File: config.mk
export PLATFORM = sky130hd
export DESIGN_NAME = telnet_option_responder
export DESIGN_NICKNAME = d
export VERILOG_FILES = /design/src/hdl/tor_pkg.sv /design/src/hdl/telnet_option_responder.sv /design/src/hdl/tor_front.sv /design/src/hdl/tor_queue.sv /design/src/hdl/tor_back.sv
export SDC_FILE = /design/constraint.sdc
export NUM_CORES = 1
export LEC_CHECK = 0
export ABC_AREA = 1
export ABC_CLOCK_PERIOD_IN_PS = 3300
export BUFFER_PORTS_ARGS = -buffer_cell sky130_fd_sc_hd__buf_2
export CORE_MARGIN = 3
export CORE_UTILIZATION = 60
export DETAILED_ROUTE_END_ITERATION = 8
export PLACE_DENSITY = 0.92
export SETUP_SLACK_MARGIN = 0.4
export SKIP_LAST_GASP = 1
export SLEW_MARGIN = 0
export SYNTH_ARGS = -nofsm -noshare
export SYNTH_HDL_FRONTEND = slang
export SYNTH_HIERARCHICAL = 1
export SYNTH_SLANG_ARGS = --single-unit
File: constraint.sdc
create_clock -name clk -period 3.3 [get_ports clk]
set_clock_uncertainty 0.1 [all_clocks]
set_input_delay 0.495 -clock clk [delete_from_list [all_inputs] [get_ports clk]]
set_output_delay 0.495 -clock clk [all_outputs]
set_load 0.03 [all_outputs]
File: src/hdl/tor_pkg.sv
// shared types, constants and helpers for the telnet option responder
package tor_pkg;

  localparam logic [7:0] TN_IAC  = 8'hFF;
  localparam logic [7:0] TN_DONT = 8'hFE;
  localparam logic [7:0] TN_DO   = 8'hFD;
  localparam logic [7:0] TN_WONT = 8'hFC;
  localparam logic [7:0] TN_WILL = 8'hFB;
  localparam logic [7:0] TN_SB   = 8'hFA;
  localparam logic [7:0] TN_SE   = 8'hF0;
  localparam logic [7:0] TN_NAWS = 8'h1F;

  localparam logic [15:0] COLS_RESET = 16'd80;
  localparam logic [15:0] ROWS_RESET = 16'd24;

  localparam logic CFG_COLS = 1'b0;
  localparam logic CFG_ROWS = 1'b1;

  localparam int QDEPTH = 4;
  localparam int QAW    = $clog2(QDEPTH);

  localparam logic [1:0] JOB_ONE  = 2'd0;
  localparam logic [1:0] JOB_WONT = 2'd1;
  localparam logic [1:0] JOB_NAWS = 2'd2;

  localparam logic [3:0] NAWS_LAST = 4'd10;

  typedef struct packed {
    logic [1:0] kind;
    logic [7:0] data;
  } job_t;

  function automatic logic [7:0] naws_byte(input logic [3:0] step,
                                           input logic [15:0] cols,
                                           input logic [15:0] rows);
    logic [7:0] b;
    case (step)
      4'd0:    b = TN_WILL;
      4'd1:    b = TN_NAWS;
      4'd2:    b = TN_IAC;
      4'd3:    b = TN_SB;
      4'd4:    b = TN_NAWS;
      4'd5:    b = cols[15:8];
      4'd6:    b = cols[7:0];
      4'd7:    b = rows[15:8];
      4'd8:    b = rows[7:0];
      4'd9:    b = TN_IAC;
      4'd10:   b = TN_SE;
      default: b = TN_SE;
    endcase
    return b;
  endfunction

endpackage

File: src/hdl/telnet_option_responder.sv
// telnet option responder top level: window size registers, parser, queue, sequencer
// the first reply byte of an item is registered in the job queue and then in the output register
// one item per cycle while each item causes at most one reply byte and the output is not stalled
// a window-size reply holds the sequencer for eleven reply bytes; a four-entry job queue absorbs input
// synchronous active-low reset: phase to idle, queue and output empty, sizes to 80 x 24
module telnet_option_responder (
  input  logic        clk,
  input  logic        rst_n,
  input  logic        in_tvalid,
  output logic        in_tready,
  input  logic [7:0]  in_tdata,   // rx_byte [7:0]
  input  logic        in_tlast,
  output logic        out_tvalid,
  input  logic        out_tready,
  output logic [7:0]  out_tdata,  // tx_byte [7:0]
  output logic        out_tlast,
  input  logic        cfg_wr_en,
  input  logic        cfg_index,
  input  logic [15:0] cfg_wdata
);
  import tor_pkg::*;

  logic [15:0] cols_r, cols_nxt;
  logic [15:0] rows_r, rows_nxt;
  logic        acc;
  logic        push;
  job_t        job;
  logic        full, empty, pop;
  job_t        head;

  always_comb begin
    cols_nxt = cols_r;
    rows_nxt = rows_r;
    if (cfg_wr_en) begin
      case (cfg_index)
        CFG_COLS: cols_nxt = cfg_wdata;
        CFG_ROWS: rows_nxt = cfg_wdata;
        default:  cols_nxt = cols_r;
      endcase
    end
  end

  always_ff @(posedge clk) begin
    if (!rst_n) begin
      cols_r <= COLS_RESET;
      rows_r <= ROWS_RESET;
    end else begin
      cols_r <= cols_nxt;
      rows_r <= rows_nxt;
    end
  end

  assign in_tready = ~full;
  assign acc       = in_tvalid & ~full;

  tor_front u_front (
    .clk       (clk),
    .rst_n     (rst_n),
    .acc       (acc),
    .rx_byte   (in_tdata),
    .chunk_end (in_tlast),
    .push      (push),
    .job       (job)
  );

  tor_queue u_queue (
    .clk      (clk),
    .rst_n    (rst_n),
    .push     (push),
    .push_job (job),
    .pop      (pop),
    .full     (full),
    .empty    (empty),
    .head     (head)
  );

  tor_back u_back (
    .clk        (clk),
    .rst_n      (rst_n),
    .head_valid (~empty),
    .head       (head),
    .cols       (cols_r),
    .rows       (rows_r),
    .pop        (pop),
    .out_tvalid (out_tvalid),
    .out_tready (out_tready),
    .out_tdata  (out_tdata),
    .out_tlast  (out_tlast)
  );

endmodule

File: src/hdl/tor_front.sv
// command parser: tracks the telnet phase and turns accepted bytes into reply jobs where a reply is due
module tor_front (
  input  logic              clk,
  input  logic              rst_n,
  input  logic              acc,
  input  logic [7:0]        rx_byte,
  input  logic              chunk_end,
  output logic              push,
  output tor_pkg::job_t     job
);
  import tor_pkg::*;

  localparam logic [1:0] PH_IDLE = 2'd0;
  localparam logic [1:0] PH_IAC  = 2'd1;
  localparam logic [1:0] PH_DO   = 2'd2;
  localparam logic [1:0] PH_ECHO = 2'd3;

  logic [1:0] phase_r, phase_nxt;
  logic [1:0] next_ph;
  logic       emit;

  always_comb begin
    next_ph  = PH_IDLE;
    emit     = 1'b0;
    job.kind = JOB_ONE;
    job.data = rx_byte;
    case (phase_r)
      PH_IDLE: begin
        if (rx_byte == TN_IAC) begin
          emit    = 1'b1;
          next_ph = PH_IAC;
        end
      end
      PH_IAC: begin
        if (rx_byte == TN_IAC) begin
          emit    = 1'b1;
          next_ph = PH_IAC;
        end else if (rx_byte == TN_DO) begin
          next_ph = PH_DO;
        end else if (rx_byte == TN_WILL) begin
          emit     = 1'b1;
          job.data = TN_DO;
          next_ph  = PH_ECHO;
        end else begin
          emit    = 1'b1;
          next_ph = (rx_byte == TN_WONT || rx_byte == TN_DONT) ? PH_ECHO : PH_IDLE;
        end
      end
      PH_DO: begin
        emit     = 1'b1;
        job.kind = (rx_byte == TN_NAWS) ? JOB_NAWS : JOB_WONT;
      end
      default: begin
        emit = 1'b1;
      end
    endcase
  end

  assign push      = acc & emit;
  assign phase_nxt = acc ? (chunk_end ? PH_IDLE : next_ph) : phase_r;

  always_ff @(posedge clk) begin
    if (!rst_n) begin
      phase_r <= PH_IDLE;
    end else begin
      phase_r <= phase_nxt;
    end
  end

endmodule

File: src/hdl/tor_queue.sv
// short job queue between parser and reply sequencer
module tor_queue (
  input  logic              clk,
  input  logic              rst_n,
  input  logic              push,
  input  tor_pkg::job_t     push_job,
  input  logic              pop,
  output logic              full,
  output logic              empty,
  output tor_pkg::job_t     head
);
  import tor_pkg::*;

  job_t                mem_r [QDEPTH];
  logic [QAW-1:0]      wp_r, wp_nxt, rp_r, rp_nxt;
  logic [QAW:0]        cnt_r, cnt_nxt;
  logic                do_push, do_pop;

  assign full    = (cnt_r == QDEPTH[QAW:0]);
  assign empty   = (cnt_r == '0);
  assign head    = mem_r[rp_r];
  assign do_push = push & ~full;
  assign do_pop  = pop & ~empty;

  always_comb begin
    wp_nxt  = do_push ? wp_r + 1'b1 : wp_r;
    rp_nxt  = do_pop ? rp_r + 1'b1 : rp_r;
    cnt_nxt = cnt_r;
    if (do_push && !do_pop) begin
      cnt_nxt = cnt_r + 1'b1;
    end else if (do_pop && !do_push) begin
      cnt_nxt = cnt_r - 1'b1;
    end
  end

  always_ff @(posedge clk) begin
    if (do_push) begin
      mem_r[wp_r] <= push_job;
    end
  end

  always_ff @(posedge clk) begin
    if (!rst_n) begin
      wp_r  <= '0;
      rp_r  <= '0;
      cnt_r <= '0;
    end else begin
      wp_r  <= wp_nxt;
      rp_r  <= rp_nxt;
      cnt_r <= cnt_nxt;
    end
  end

endmodule

File: src/hdl/tor_back.sv
// reply sequencer: expands queued jobs into reply bytes behind an output register
module tor_back (
  input  logic              clk,
  input  logic              rst_n,
  input  logic              head_valid,
  input  tor_pkg::job_t     head,
  input  logic [15:0]       cols,
  input  logic [15:0]       rows,
  output logic              pop,
  output logic              out_tvalid,
  input  logic              out_tready,
  output logic [7:0]        out_tdata,
  output logic              out_tlast
);
  import tor_pkg::*;

  logic [3:0] step_r, step_nxt;
  logic       vld_r, vld_nxt;
  logic [7:0] data_r, data_nxt;
  logic       last_r, last_nxt;
  logic       load;
  logic       fin;
  logic [7:0] byte_sel;

  assign load = head_valid & (~vld_r | out_tready);

  always_comb begin
    case (head.kind)
      JOB_WONT: begin
        byte_sel = (step_r == 4'd0) ? TN_WONT : head.data;
        fin      = (step_r == 4'd1);
      end
      JOB_NAWS: begin
        byte_sel = naws_byte(step_r, cols, rows);
        fin      = (step_r == NAWS_LAST);
      end
      default: begin
        byte_sel = head.data;
        fin      = 1'b1;
      end
    endcase
  end

  assign pop = load & fin;

  always_comb begin
    step_nxt = step_r;
    vld_nxt  = vld_r;
    data_nxt = data_r;
    last_nxt = last_r;
    if (load) begin
      vld_nxt  = 1'b1;
      data_nxt = byte_sel;
      last_nxt = fin;
      step_nxt = fin ? 4'd0 : step_r + 4'd1;
    end else if (out_tready) begin
      vld_nxt = 1'b0;
    end
  end

  always_ff @(posedge clk) begin
    if (!rst_n) begin
      step_r <= 4'd0;
      vld_r  <= 1'b0;
    end else begin
      step_r <= step_nxt;
      vld_r  <= vld_nxt;
    end
  end

  always_ff @(posedge clk) begin
    data_r <= data_nxt;
    last_r <= last_nxt;
  end

  assign out_tvalid = vld_r;
  assign out_tdata  = data_r;
  assign out_tlast  = last_r;

endmodule

==> Yosys cells after proc, flatten, opt, wreduce, memory -nomap -nowiden <==
Memories as Yosys holds them, arrays and structs flattened. A register that Yosys moved wholly into a read port is not among the register bits.
Index checks and enable logic that the tools add are counted.
Widths: inputs -> output; s select.
{ "totals": {"ram_bits": 40, "n_memories": 1, "register_bits": 55, "in_bits": 31} }
{ "memory_table": {"columns": ["memory", "words", "width", "rd", "rd_ports_with_merged_regs", "write_ports", "line", "rtl"], "rows": [
  ["u_queue.mem_r", 4, 10, 1, 1, 1, "tor_queue.sv:14", "job_t mem_r [QDEPTH];"]
]} }
{ "op_classes": {"reduce_logical": 14, "eq_ne": 21, "n_addsub": 5, "n_bitwise": 11, "muxes": 30} }
{ "ops": {"columns": ["operator", "count"], "rows": [
  ["$pmux 8 s8", 1],
  ["$eq 8x8->1 const B", 5],
  ["$mux 8", 5],
  ["$mux 2", 9],
  ["$eq 4x3->1 const B", 4],
  ["$pmux 8 s2", 1],
  ["$eq 4x4->1 const B", 3],
  ["$eq 4x2->1 const B", 2],
  ["$eq 8x5->1 const B", 1],
  ["$mux 1", 8],
  ["$and 1x1->1", 6],
  ["$mux 3", 2],
  ["$add 2x1->2 const B", 2],
  ["$add 4x1->4 const B", 1],
  ["$eq 2x1->1 const B", 2],
  ["$eq 2x2->1 const B", 2],
  ["$eq 4x1->1 const B", 1],
  ["$logic_not 4->1", 1],
  ["$mux 4", 1],
  ["$not 1->1", 4],
  ["$pmux 1 s2", 2],
  ["$pmux 2 s2", 1],
  ["$reduce_and 2->1", 2],
  ["$reduce_bool 2->1", 2],
  ["10 further kinds", 13]
]} }

==> Logic depth before layout (Yosys ltp) <==
Gate-level depths: netlist of the first run.
{ "depth": {"word_depth": 10, "mapped_depth": 21, "ltp_nobuf": 19} }

==> Hierarchy <==
The synthesis of the first run kept the hierarchy.
{ "modules_own_cells": {"columns": ["mod", "cells_per_inst", "area_each_um2", "instances", "seq_area_each_um2"], "rows": [
  ["tor_queue", 167, 1984.4, 1, 1381.3],
  ["tor_back", 199, 1328.8, 1, 370.4],
  ["telnet_option_responder", 175, 1295.0, 1, 640.6],
  ["tor_front", 54, 284.0, 1, 40.0]
]} }

==> Worst setup path before layout of the first run <==
OpenSTA, ideal clock, no wires.
{ "synth_path": {"kind": "flip-flop to flip-flop", "start": "register with a tool-made name", "end": "register u_queue.cnt_r[2]", "t_required_ns": 3.087, "setup_slack_ns": 0.466, "n_path_buf": 2, "synth_period_minus_slack_ns": 2.834, "t_arrival_ns": 2.621, "stages_incl_launch_ff": 22, "setup_time_ns": 0.113, "cell_sequence": "dfxtp_1 > inv_1 > buf_2 > nor2_1 > o22ai_1 > inv_1 > ha_1 > buf_2 > a31oi_1 > o21ai_1 > nand2_1 > inv_1 > nand2_2 > ha_1 > inv_1 > fa_1 > inv_1 > nand2_1 > nand3_1 > nand2_1 > nand2_1 > nor2_1"} }
{ "synth_rtl": {"columns": ["element", "line", "rtl"], "rows": [
  ["end signal: assignment", "tor_queue.sv:50", "cnt_r <= cnt_nxt;"],
  ["end: declaration", "tor_queue.sv:16", "logic [QAW:0] cnt_r, cnt_nxt;"]
]} }

==> results of run 1 <==
[per-stage QoR]
step / total power, mW / instance area [sq um] / setup slack, ps / util / std cells
after CTS: 2.16 / 5340 / 402 / 0.684 / 738
final: 2.17 / 5370 / 450 / 0.687 / 739
after global placement: 1.45 / 5090 / 334 / 0.652 / 719
after global routing: 2.24 / 5370 / 335 / 0.687 / 739
after detailed placement: 1.46 / 5090 / 62.6 / 0.652 / 719
after floorplan: 1.42 / 4890 / 466 / - / 595
[cells by family after synthesis]
logic type,Yosys count,share of synthesized area
AND/OR/NAND/NOR,307,0.281
XOR/XNOR,3,0.00537
buffers and inverters,101,0.0980
flip-flops,97,0.497
AO/OA/AOI/OAI,75,0.0862
adder cells (fa/ha/maj),12,0.0322
[sequential cells by signal, indices dropped and copies added (netlist names), named ones only]
register	count
u_queue/mem_r	40
u_back/out_tvalid	1
u_back/out_tlast	1
u_queue/wp_r	2
rows_r	16
cols_r	16
u_front/phase_r	2
u_back/out_tdata	8
u_back/step_r	4
u_queue/rp_r	2
u_queue/cnt_r	3
[tightest hold or removal path: cells and delay by family]
kind	cells	cell delay [ps]
buf+inv	1	90
simple gates	2	110
[power breakdown]
part           switching [mW]  internal [mW]  total, mW
clock network           0.445          0.288      0.733
logic                  0.0874         0.0458      0.133
registers              0.0158           1.29       1.30
[cells in the final DEF (no fill, tap or decap), types with 9 or more instances in the layout]
| master | netlist | routed |
|---|---|---|
| nand4_1 | 17 | 17 |
| inv_1 | 65 | 62 |
| nand2_1 | 98 | 97 |
| buf_2 | 5 | 41 |
| edfxtp_1 | 49 | 49 |
| o22ai_1 | 10 | 10 |
| nor2_1 | 126 | 126 |
| clkbuf_8 | 0 | 9 |
| buf_4 | 5 | 13 |
| a21oi_1 | 11 | 11 |
| dfxtp_1 | 48 | 46 |
| o21ai_0 | 39 | 38 |
| nand3_1 | 36 | 35 |
[synth_stat cells (5+ instances only)]
cell type | n | share of area
buf_6 | 9 | 0.021
clkbuf_1 | 7 | 0.0054
nand2_2 | 6 | 0.0077
edfxtp_1 | 49 | 0.30
nor2_4 | 5 | 0.012
buf_4 | 5 | 0.0077
nand2_1 | 98 | 0.075
buf_2 | 5 | 0.0051
nand4_1 | 17 | 0.022
o31ai_1 | 5 | 0.0077
nand3_1 | 36 | 0.037
nor2_1 | 126 | 0.097
o21ai_0 | 39 | 0.040
a21oi_1 | 11 | 0.011
inv_2 | 5 | 0.0038
inv_1 | 65 | 0.050
o22ai_1 | 10 | 0.013
dfxtp_1 | 48 | 0.20
ha_1 | 11 | 0.028
[final cells by class]
cell class                      count  area share
Tap cell                          102      0.0238
Clock inverter                      7      0.0119
Sequential cell                    97       0.454
Inverter                           73      0.0529
Multi-Input combinational cell    397       0.378
Timing Repair Buffer               54      0.0564
Clock buffer                        9      0.0231
[metal layers]
| layer | wire length, microns | track usage | vias up |
|---|---|---|---|
| met2 | 5640 | 0.429 | 264 |
| met1 | 4420 | 0.329 | 1940 |
| met5 | 0 | 0 | - |
| met4 | 422 | 0.124 | 0 |
| met3 | 993 | 0.0422 | 56 |
| li1 | - | - | 2015 |
[worst max path at each step]
| stage | cells past startpoint | end | start |
|---|---|---|---|
| final | 15 | u_queue/cnt_r[1] | flop |
| after CTS | 19 | u_queue/cnt_r[2] | flop |
| after global routing | 19 | u_queue/cnt_r[2] | flop |
| after floorplan | 21 | u_queue/cnt_r[2] | flop |
| after global placement | 19 | u_queue/cnt_r[2] | flop |
| after detailed placement | 19 | u_queue/cnt_r[2] | flop |
[timing repair]
item	4_1_cts	5_1_grt
gates cloned	0	0
resized for setup	13	6
endpoints found under the hold margin	0	0
setup buffers	3	1
endpoints found under the setup margin	2	2
pin swaps	2	2
==> run metrics, run 1 <==
status=finished clean; Final Critical Period=2850 ps; H-tree depth=3; first-pass GRT wire length=18.4 mm; FF+latch area=2440 sq um; number of antenna repair diodes=0; worst hold slack=243 ps; DR DRC count=0; gr ovfl total=0; post-synth cell types=38; dpl hpwl=7.87 mm; crit-path leading delay family=adder cells; VDD IR max=0.215 mV; Critical Path, Cell by Cell=inv_6, o21ai_0, o22ai_1, buf_4, ha_2, inv_1, o21ai_2, nand2_2, inv_2, nand2_2, ha_2, inv_1, fa_2, o21ai_1, nor2_1; Max Root-Sink Buffers=2; vias in the first global route=4025; FMAX=0.351 GHz; number of synthesized flops with an enable pin=49; final WL=11.5 mm; reg2reg setup slack=450 ps; Reg2Reg Depth=15; endpoints failing setup=0; Crit Path Class=reg2reg; slew margin rel.=0.571; Starting DRT DRC Count=449; Initial Util=0.627; largest net degree at the start of global routing=41; P_leak=2.25 nW; core footprint=7810 sq um; Buf/Inv on CP=5; reg2reg end=u_queue/cnt_r[1]; IO Port Bufs=41; crit path launch type=flop; Critical Path Slowest Stage Cell=fa_2; Worst-path clk slew=100 ps; average size of a mapped cell=8.22 sq um; register bit total from synthesis=97; WP data required=3470 ps; CTS tree=done; Horiz. Die Dim=96.3 microns; Area Overhead vs Synth=9.69%; TritonCTS Buffers=9; Hold Crit Start=cfg_wdata[4]; share of cells above drive strength 1=0.177; syn_nets=638; Fin. Hold Viols=0; DR WL/cell=15.5 microns; crit path DAT=3020 ps; worst-path maximum fanout=10; die span in y=96.3 microns; CTS root buffer=clkbuf_8; initial antenna violation count=0; post-route clock period utilization=0.864; HP Class=in2reg; Clock Latency Late Sink=370 ps; top_reg_cell synth=edfxtp_1; Avg Vias per Cell=5.78; Slew Limit Fails=0; io pins=42; RSZ-0062 raised after global routing=true; async set or reset register ratio after synthesis=0; Cell Pwr Density=404 nW/um^2; hold path depth=3; Hold EP=rows_r[4]; synthesized area=4890 sq um; Ys Warns=6; Placer Congestion=0.991; fill count=582; CP Capture Type=flop; Rows=32; Max-cap violations=0; NumNets Final=675; clk sinks=97; multi-input logic area=2030 sq um; number of detailed-route iterations in the first pass=7; worst slew pin tran=644 ps; Post-Syn Instances=595; Max stage delay on crit path=440 ps; post-route setup TNS=0 ps; hold-fix buffers at CTS=0; overall routing resource usage=0.259; post-route ant nets=0; DIE AREA=9270 sq um; via count=4275; Seq/Total Area, Yosys=0.497
Power figures use the tool's default switching activity.
==> run 2, diff against run 1 <==
- CORE_ASPECT_RATIO: not set -> 0.9
==> run 2 against run 1 <==
Clock power up 0.5%. Largest power group unchanged. Largest cell class unchanged. Combinational power hardly changed. Final area shrank 0.14%.
==> run metrics, run 2 (synthesis gave the netlist of run 1 again) <==
status=finished clean; die span in y=91.7 microns (-4.8%); Fin. Hold Viols=0 (unchanged); via count=4223 (-1.2%); Placer Congestion=0.918 (-7.3%); Area Overhead vs Synth=9.54%; WP data required=3470 ps (about the same); Cell Pwr Density=404 nW/um^2 (+0.14%); Largest register FFs=40 (unchanged); cell depth of the worst setup path=15 (unchanged); dpl hpwl=7.85 mm (-0.26%); CP most frequent cell=inv_1; slew margin rel.=0.575 (+0.00423); CTS root buffer=clkbuf_8; DR DRC count=0 (unchanged); post-route setup TNS=0 ps (unchanged); Hold EP=rows_r[3]; Starting DRT DRC Count=459 (+2.2%); share of cells above drive strength 1=0.173 (-0.00396); reg2reg setup slack=420 ps (-30 ps); Critical Path Slowest Stage Cell=fa_2; hold path depth=3 (unchanged); Critical Path, Cell by Cell=inv_4, o21ai_0, o22ai_1, buf_4, ha_1, inv_1, o21ai_1, nand2_1, inv_1, nand2_2, ha_2, inv_1, fa_2, o21ai_0, nor2_1; CP Capture Type=flop; Max stage delay on crit path=430 ps (about the same); Initial Util=0.633 (+0.00608); H-tree depth=3 (unchanged); NumNets Final=678 (+0.44%); overall routing resource usage=0.244 (-0.0144); Slew Limit Fails=0 (unchanged); Crit Path Class=reg2reg; commonest non-fill, non-tap cell in the layout=nor2_1; initial antenna violation count=0 (unchanged); VDD IR max=0.281 mV (+30%); reg2reg end=u_queue/cnt_r[1]; Horiz. Die Dim=101 microns (+5.1%); crit path DAT=3050 ps (+30 ps); Placed Cells=714 (-0.70%); TritonCTS Buffers=9 (unchanged); endpoints failing setup=0 (unchanged); post-route clock period utilization=0.873 (+0.00972); first-pass GRT wire length=18.1 mm (-1.7%); crit path launch type=flop; Avg Vias per Cell=5.74 (-0.81%); RSZ-0062 raised after global routing=false; Rows=30 (-6.3%); pre-CTS WS=127 ps (+64.5 ps); IO Port Bufs=41 (unchanged); Hold Crit Start=cfg_wdata[3]; fin cells=736 (-0.41%); number of detailed-route iterations in the first pass=5 (-2); Largest Register=u_queue/mem_r; Max-cap violations=0 (unchanged); P_leak=2.26 nW (+0.81%); vias in the first global route=3907 (-2.9%); number of antenna repair diodes=0 (unchanged); Reg2Reg Depth=15 (unchanged); gr ovfl total=0 (unchanged); Clock Latency Late Sink=370 ps (about the same); DR WL/cell=15.3 microns (-1.1%); area of placed instances=5090 sq um (unchanged); Worst-path clk slew=100 ps (about the same); core footprint=7730 sq um (-0.96%); HP Class=in2reg; PnR worst setup slack=418 ps (-32.1 ps); Final Critical Period=2880 ps (+32.1 ps); DIE AREA=9270 sq um (about the same); worst slew pin tran=637 ps (-6.34 ps); post-route cell area=5360 sq um (-0.14%); final WL=11.3 mm (-1.5%); worst hold slack=239 ps (-4.05 ps); largest net degree at the start of global routing=41 (unchanged); commonest cells after routing, fill and taps aside=126 x nor2_1, 98 x nand2_1, 63 x inv_1, 49 x edfxtp_1, 46 x dfxtp_1; Buf/Inv on CP=5 (unchanged); crit-path leading delay family=adder cells; Top Registers=u_queue/mem_r (40), cols_r (16), rows_r (16); worst-path maximum fanout=7 (-3); io pins=42 (unchanged); clk sinks=97 (unchanged); post-route ant nets=0 (unchanged); Max Root-Sink Buffers=2 (unchanged); CTS tree=done; FMAX=0.347 GHz (-1.1%)
run 2: worst reg2reg max path: cells and delay by family, from the launching register on:
family	cells	cell delay [ps]
AOI/OAI and AO/OA	4	720
adders and majority gates	3	790
buffers and inverters	5	530
DFF	1	380
and+or+nand+nor	3	260
run 2: worst max path at each step:
stage,to
after global placement,u_queue/cnt_r[2]
after floorplan,u_queue/cnt_r[2]
after CTS,u_queue/cnt_r[2]
final,u_queue/cnt_r[1]
after detailed placement,u_queue/cnt_r[2]
after global routing,u_queue/cnt_r[1]
run 2: what timing repair did:
item / CTS / global route
resized for setup: 6 / 8
hold buffers: 0 / 0
setup buffers: 0 / 6
setup endpoints to repair: 2 / 2
pin swaps: 0 / 3
run 2: layout make-up:
type	instances	area, sq um
clock buffer	9	124
clock inverter	7	61.3
fill	556	2370
inverter	73	287
multi-input combinational	397	2000
sequential	97	2440
tap	96	120
timing repair buffer	57	323
run 2: where the power goes:
| part | switching, mW | leakage (nW) | internal (mW) |
|---|---|---|---|
| combinational | 0.0845 | 1.36 | 0.0457 |
| clock | 0.448 | 0.0888 | 0.289 |
| sequential | 0.0158 | 0.819 | 1.28 |
run 2: metrics by stage:
step / util / power, mW
finish: 0.693 / 2.17
global route: 0.693 / 2.26
CTS: 0.684 / 2.17
detailed placement: 0.659 / 1.46
global placement: 0.659 / 1.45
floorplan: - / 1.42
run 2: layer usage:
metal	global-route usage	routed length, microns
met2	0.395	5500
met4	0.0853	319
met3	0.0555	978
met5	0	0
met1	0.322	4500
